--- src/rtl/sci_pkg.sv ---
package sci_pkg;

   // field widths
   localparam int COORD_BITS = 16;
   localparam int FRAC_BITS  = 16;
   localparam int OUT_BITS   = 33;

   // half-unit coordinates, spans and products
   localparam int HALF_W = COORD_BITS + 3;
   localparam int LEN_W  = COORD_BITS + 2;
   localparam int P1_W   = HALF_W + LEN_W;
   localparam int P2_W   = 2 * LEN_W;
   localparam int D_W    = P1_W + 1;

   // divider widths and depth
   localparam int DEN_W           = LEN_W + 1;
   localparam int REM_W           = LEN_W + 2;
   localparam int QUO_W           = FRAC_BITS + 2;
   localparam int STEPS_PER_STAGE = 2;
   localparam int DIV_STAGES      = (QUO_W + STEPS_PER_STAGE - 1) / STEPS_PER_STAGE;

   // side result carried alongside the divider
   typedef struct packed {
      logic                en_valid;
      logic                en_is_y;
      logic [OUT_BITS-1:0] en_line;
      logic [OUT_BITS-1:0] en_base;
      logic                ex_valid;
      logic                ex_is_y;
      logic [OUT_BITS-1:0] ex_line;
      logic [OUT_BITS-1:0] ex_base;
      logic [3:0]          sides;
   } meta_type;

   // grid coordinate to output fixed point, wrapping to the output width
   function automatic logic [OUT_BITS-1:0] fix_coord(input logic signed [COORD_BITS:0] c);
      logic signed [COORD_BITS+FRAC_BITS+OUT_BITS:0] wide;
      wide = c;
      wide = wide <<< FRAC_BITS;
      return wide[OUT_BITS-1:0];
   endfunction

endpackage

--- src/rtl/sci_div.sv ---
module sci_div
   import sci_pkg::*;
(
   input  logic             clock,
   input  logic             advance,
   input  logic [REM_W-1:0] num,
   input  logic [DEN_W-1:0] den,
   output logic [QUO_W-1:0] quo
);

   logic [REM_W-1:0] rem_ff [DIV_STAGES];
   logic [DEN_W-1:0] den_ff [DIV_STAGES];
   logic [QUO_W-1:0] quo_ff [DIV_STAGES];
   logic [REM_W-1:0] rem_in [DIV_STAGES];
   logic [QUO_W-1:0] quo_in [DIV_STAGES];

   // restoring division, STEPS_PER_STAGE quotient bits per stage
   always_comb begin
      logic [REM_W-1:0] r;
      logic [QUO_W-1:0] q;
      logic [DEN_W-1:0] dv;
      logic             ge;
      for (int s = 0; s < DIV_STAGES; s++) begin
         r  = (s == 0) ? num : rem_ff[s-1];
         q  = (s == 0) ? '0 : quo_ff[s-1];
         dv = (s == 0) ? den : den_ff[s-1];
         for (int j = 0; j < STEPS_PER_STAGE; j++) begin
            if (s * STEPS_PER_STAGE + j < QUO_W) begin
               ge = (r >= REM_W'(dv));
               if (ge) begin
                  r = r - REM_W'(dv);
               end
               r = r << 1;
               q = {q[QUO_W-2:0], ge};
            end
         end
         rem_in[s] = r;
         quo_in[s] = q;
      end
   end

   always_ff @(posedge clock) begin
      if (advance) begin
         for (int s = 0; s < DIV_STAGES; s++) begin
            rem_ff[s] <= rem_in[s];
            quo_ff[s] <= quo_in[s];
            den_ff[s] <= (s == 0) ? den : den_ff[s-1];
         end
      end
   end

   assign quo = quo_ff[DIV_STAGES-1];

endmodule

--- config.mk ---
export PLATFORM = sky130hd
export DESIGN_NAME = sci_div
export DESIGN_NICKNAME = d
export VERILOG_FILES = /design/src/rtl/sci_pkg.sv /design/src/rtl/sci_div.sv
export SDC_FILE = /design/constraint.sdc
export NUM_CORES = 1
export LEC_CHECK = 0
export ABC_AREA = 1
export BUFFER_PORTS_ARGS = -buffer_cell sky130_fd_sc_hd__buf_2
export CAP_MARGIN = 5
export CELL_PAD_IN_SITES_DETAIL_PLACEMENT = 1
export CELL_PAD_IN_SITES_GLOBAL_PLACEMENT = 2
export CORE_UTILIZATION = 39
export CTS_BUF_LIST = sky130_fd_sc_hd__clkbuf_16
export CTS_CLUSTER_DIAMETER = 50
export CTS_CLUSTER_SIZE = 16
export DETAILED_ROUTE_END_ITERATION = 16
export GPL_TIMING_DRIVEN = 0
export HOLD_SLACK_MARGIN = 0.15
export PLACE_DENSITY_LB_ADDON = 0.25
export SYNTH_ARGS = -nofsm -noshare
export SYNTH_HDL_FRONTEND = slang
export SYNTH_SLANG_ARGS = --single-unit
--- constraint.sdc ---
create_clock -name clock -period 4.7 [get_ports clock]
set_input_delay 0.235 -clock clock [delete_from_list [all_inputs] [get_ports clock]]
set_output_delay 0.235 -clock clock [all_outputs]
set_load 0.02 [all_outputs]
==> metrics.txt, run 1 <==
status complete, no violations; area grow syn2layout 15.0%; Bufs on Longest Clock Path 3; H-Tree Depth 3; core footprint 0.0869 sq mm; Port Buffers 58; Post-synth ARST share 0%; Slew HR a little under half; pin count of the biggest net entering global routing between 100 and 150; pins over their slew limit 0; via count slightly above 30000; CTS tree yes; Clock Latency Late Sink around 0.64 ns; Critical Path Start Type register; initial antenna violation count 3; Required @ worst endpoint 5.08 ns; Post-synth top cells 1430 x nand2_1, 478 x inv_1, 394 x edfxtp_1, 333 x ha_1, 318 x a21oi_1; diodes inserted 0; total track usage between 20% and 30%; sequential element share of the synthesized area 34.5%; Die Width a little under 300 um; final wirelength ~120 mm; post-synth cell types 56; CP max-delay cell edfxtp_1; skew final 0.0398 ns; DR iter-0 viols 1852; IO Pins 59; post-synth top area share 34.5%; cell mode on critical path nand2_1; CTS Root Buffer Type clkbuf_16; Fin. Hold Viols 0; Mapped Area 0.0343 sq mm; post-synthesis instance total 4496; Layout Nets ~5100; post-route ant nets 0; Post-synth top flop edfxtp_1; Starting Density between 30% and 40%; Fillers 10700; crit path buf inv count 6; cell accounting for the most synthesized area edfxtp_1; Crit. End Element register; WL/cell between 15 and 20 um; Final Cell Area about 0.039 sq mm; worst-path fanout max 10; Setup Crit Path Kind register to register; Synth area leaders edfxtp_1 35%, nand2_1 16%, ha_1 12%; Final Setup Violations 0; min cycle time layout 4.48 ns; instance area after placement 0.0361 sq mm; Site Rows ~110; final cycle utilization of the critical path a little over nine tenths; HPWL Detailed 95.7 mm; setup TNS 0 ns; fraction of layout cells with a size suffix above 1 11.1%; Clk pin slew, worst setup/hold paths 0.06 ns; first-pass GRT wire length 181 mm; Post-synth EDFFs 394; most frequent cell after synthesis nand2_1; routed vias/inst 5.26; Max-Cap Viols 0; global route total overflow 0; DIE AREA between 0.08 and 0.09 sq mm; Worst Tran Pin Value approximately 0.8 ns; TritonCTS buffer count 66; DRC viols 0; GP Congestion 0.921; clock sinks 394; fmax 223 MHz; Post-Syn Nets a little under 5000; Data arrival, critical path 4.86 ns; number of detailed-route iterations in the first pass 5; CP peak stage delay 0.44 ns; height of the die 298 um; crit-path leading delay family simple AND/OR/NAND/NOR gates; YS warnings 0; vias in the first global route around 31000; syn avg cell area ~7.6 sq um; Yosys reg bits slightly below 400; HP Class input port to register
layer usage:
layer | share of wire (%) | GRT usage (%)
met3 | 3.6 | 2.89
met5 | 0.011 | 0
met4 | 2.2 | 7.55
met1 | 49 | 36.7
met2 | 46 | 41.9
flip-flops by register name (all words and copies together) (netlist names):
register,flops
quo_ff,90
rem_ff,152
den_ff,152
final timing paths:
check                start            end  slack (ns)  depth (start not counted)
max          den_ff[0][15]  rem_ff[0][32]        0.22                         25
min                 num[6]   rem_ff[0][7]        0.19                          5
max reg2reg  den_ff[0][15]  rem_ff[0][32]        0.22                         25
min reg2reg  quo_ff[0][56]  quo_ff[0][76]        0.41                          0
logic make-up after synthesis:
group | count (synthesis) | share of synthesized area, %
compound gates | 706 | 11.5
xor+xnor | 211 | 5.39
fa+ha+maj | 343 | 12.7
buf+inv | 571 | 7.26
flops | 394 | 34.5
simple gates | 2271 | 28.6
cells in the final DEF, fill, tap and decap left out, drive strengths merged, types with 30 or more instances in the layout:
master | netlist | routed
inv | 497 | 520
o21ai | 261 | 261
ha | 333 | 333
a21oi | 323 | 323
nand2 | 1466 | 1466
clkbuf | 2 | 68
buf | 70 | 185
nand3 | 294 | 294
o21bai | 40 | 40
a21o | 30 | 30
nand4 | 77 | 77
xor2 | 119 | 119
nor2 | 307 | 307
nand3b | 31 | 31
xnor2 | 92 | 92
nor3 | 51 | 51
edfxtp | 394 | 394
what timing repair did:
action                                  in CTS  in global routing
gates resized for setup                     23                106
endpoints found under the setup margin     127                150
hold buffers                                25                  0
pin swaps                                    5                 19
buffers inserted                            20                 34
endpoints found under the hold margin       58                  0
metrics by stage:
| step | setup WS, ns | instances | hold slack [ns] | util (%) |
|---|---|---|---|---|
| after floorplan | 0.864 | 4496 | 0.334 | - |
| after global placement | -2.65 | 5709 | 0.402 | 41.4 |
| after detailed placement | -0.440 | 5712 | 0.406 | 41.5 |
| after CTS | 0.00849 | 5874 | 0.154 | 44.7 |
| after global routing | -0.0247 | 5908 | 0.198 | 45.4 |
| final | 0.221 | 5908 | 0.194 | 45.4 |
worst min-delay path: cells and delay by family:
family / cells / cell delay (ns)
and+or+nand+nor: 3 / 0.23
AOI/OAI and AO/OA: 1 / 0.13
buffers and inverters: 1 / 0.10
area by class of cell:
class / instances / area [sq um] / area share (%)
Clock buffer: 66 / 1650 / 4.19
Inverter: 499 / 1920 / 4.86
Clock inverter: 51 / 602 / 1.53
Buffer: 72 / 642 / 1.63
Multi-Input combinational cell: 3531 / 20300 / 51.5
Tap cell: 1155 / 1450 / 3.67
Sequential cell: 394 / 11800 / 30.0
Timing Repair Buffer: 140 / 1040 / 2.64
Power of run 1 is left out: the tool's default activity adds up to more than one toggle a clock period on the data nets, which glitch-free logic cannot reach.
==> inputs of run 2 (changes only) <==
--- a/config.mk
+++ b/config.mk
@@ -6,18 +6,19 @@
 export NUM_CORES = 1
 export LEC_CHECK = 0
 export ABC_AREA = 1
-export BUFFER_PORTS_ARGS = -buffer_cell sky130_fd_sc_hd__buf_2
 export CAP_MARGIN = 5
 export CELL_PAD_IN_SITES_DETAIL_PLACEMENT = 1
 export CELL_PAD_IN_SITES_GLOBAL_PLACEMENT = 2
-export CORE_UTILIZATION = 39
+export CORE_UTILIZATION = 40
 export CTS_BUF_LIST = sky130_fd_sc_hd__clkbuf_16
 export CTS_CLUSTER_DIAMETER = 50
-export CTS_CLUSTER_SIZE = 16
+export CTS_CLUSTER_SIZE = 14
 export DETAILED_ROUTE_END_ITERATION = 16
+export DONT_BUFFER_PORTS = 1
 export GPL_TIMING_DRIVEN = 0
 export HOLD_SLACK_MARGIN = 0.15
 export PLACE_DENSITY_LB_ADDON = 0.25
+export RECOVER_POWER = 100
 export SYNTH_ARGS = -nofsm -noshare
 export SYNTH_HDL_FRONTEND = slang
 export SYNTH_SLANG_ARGS = --single-unit
==> run 2 against run 1 <==
Net effect:
- the run now ends with hold timing left
- clock skew is 0.013 ns lower
- first-iteration DRC count is 6.3% lower
- worst setup slack worse by 0.043 ns
- sequential share of layout area is 0.38 points higher
- design area is 1.3% lower
- register-to-register slack worse by 0.03 ns
- via count is 0.34% higher
- cell count is 1.2% lower
- critical endpoint is now rem_ff[0][7]
- highest routed layer unchanged
==> metrics.txt, run 2 (same netlist as run 1, synthesis figures left out) <==
status complete, but fails checks; failing checks hold timing; DRC viols 0; Required @ worst endpoint 5.09 ns; Slew HR between 8 and 9%; most frequent cells in the layout 1424 x nand2_1, 472 x inv_1, 394 x edfxtp_1; CP peak stage delay 0.54 ns; DR iter-0 viols roughly 1700; min cycle time layout 4.52 ns; Die Width 295 um; Clock Latency Late Sink ~0.65 ns; skew final between 0.02 and 0.03 ns; post-route ant nets 0; Hold WS -0.241 ns; pin count of the biggest net entering global routing 395; initial antenna violation count 2; Final WS setup 0.178 ns; IO Pins ~60; worst-path fanout max 10; Bufs on Longest Clock Path 3; FF/Latch Area 0.0118 sq mm; GP Congestion 0.912; Critical Path Start Type input port; TritonCTS buffer count 58; clock sinks 394; global route total overflow 0; dpl ws -0.549 ns; Data arrival, critical path a little under 5 ns; via count 31200; Crit. End Element register; Fillers 10500; pins over their slew limit 0; CP max-delay cell dlygate4sd3_1; Layout Nets 5041; fmax roughly 220 MHz; total track usage between 20% and 30%; Worst Tran Pin Value around 1.4 ns; vias in the first global route 31700; Fin. Hold Viols 10; HPWL Detailed 95.7 mm; final cycle utilization of the critical path between 90% and 100%; diodes inserted 0; HP Class input port to register; commonest non-fill, non-tap cell in the layout nand2_1; Clk pin slew, worst setup/hold paths ~0.06 ns; Max-Cap Viols 0; routed vias/inst between 5 and 6; fraction of layout cells with a size suffix above 1 9.91%; CTS Root Buffer Type clkbuf_16; Starting Density just over 40%; DIE AREA 0.0868 sq mm; CTS tree yes; Setup Crit Path Kind input port to register; Final Setup Violations 0; WL/cell around 20 um; Site Rows around 110; first-pass GRT wire length approximately 180 mm; H-Tree Depth 2; final wirelength 118 mm; hold_buf cts 39; Top Registers den_ff x152, rem_ff x152, quo_ff x90; multi-input logic area 0.0204 sq mm; height of the die slightly below 300 um; core footprint 0.0842 sq mm; number of detailed-route iterations in the first pass 8; Port Buffers 0; area grow syn2layout 13.6%
-- run 2: cell types whose count changed in the layout (fill, tap and decap cells not counted), sizes merged --
cell,delta
buf,-79
clkbuf,+19
clkinv,+11
clkinvlp,-8
dlygate4sd3,+14
inv,-8
-- run 2: repair_timing --
action                     CTS  global route
pin swaps                    6            21
hold endpoints to repair   433           214
setup buffers               23            39
setup endpoints to repair  126           149
resized for setup           29           123
-- run 2: final timing paths --
| kind | from | slack, ns | cells after the start | to |
|---|---|---|---|---|
| setup reg to reg | den_ff[0][123] | 0.19 | 24 | rem_ff[0][149] |
| hold reg to reg | quo_ff[0][75] | 0.42 | 0 | quo_ff[0][95] |
| setup / recovery | num[0] | 0.18 | 27 | rem_ff[0][7] |
| hold / removal | advance | -0.24 | 0 | den_ff[0][73] |
-- run 2: area by class of cell --
| cell class | count | area share, % |
|---|---|---|
| Inverter | 499 | 4.92 |
| Timing Repair Buffer | 101 | 2.01 |
| Clock inverter | 46 | 1.25 |
| Clock buffer | 59 | 3.79 |
| Tap cell | 1134 | 3.65 |
| Multi-Input combinational cell | 3531 | 52.3 |
| Sequential cell | 394 | 30.4 |
| Buffer | 72 | 1.65 |
-- run 2: per-layer routing --
| layer | share of wire, % | track usage (%) | vias up | wire, um |
|---|---|---|---|---|
| met4 | 3.0 | 8.21 | 2 | 3530 |
| met5 | 0.013 | 0 | - | 15 |
| met1 | 47 | 36.8 | 15100 | 55100 |
| met3 | 3.8 | 3.14 | 171 | 4460 |
| met2 | 47 | 44.8 | 520 | 55100 |
| li1 | - | - | 15400 | - |
-- run 2: through the flow --
step	hold slack, ns	instances	cell area (sq um)	setup TNS, ns	util, %
after floorplan	0.334	4496	34300	0	-
after global placement	0.334	5630	35700	-24.01	42.4
after detailed placement	0.334	5630	35700	-31.64	42.4
after CTS	-0.245	5797	38300	0	45.5
after global routing	-0.278	5836	38900	-0.126	46.2
final	-0.241	5836	38900	0	46.2
-- run 2: critical path: cells and delay by family --
kind            cells  cell delay [ns]
compound gates      6             1.16
buf+inv             6             1.34
fa+ha+maj           3             1.00
simple gates       12             1.18
Power of run 2 is left out for the same reason.
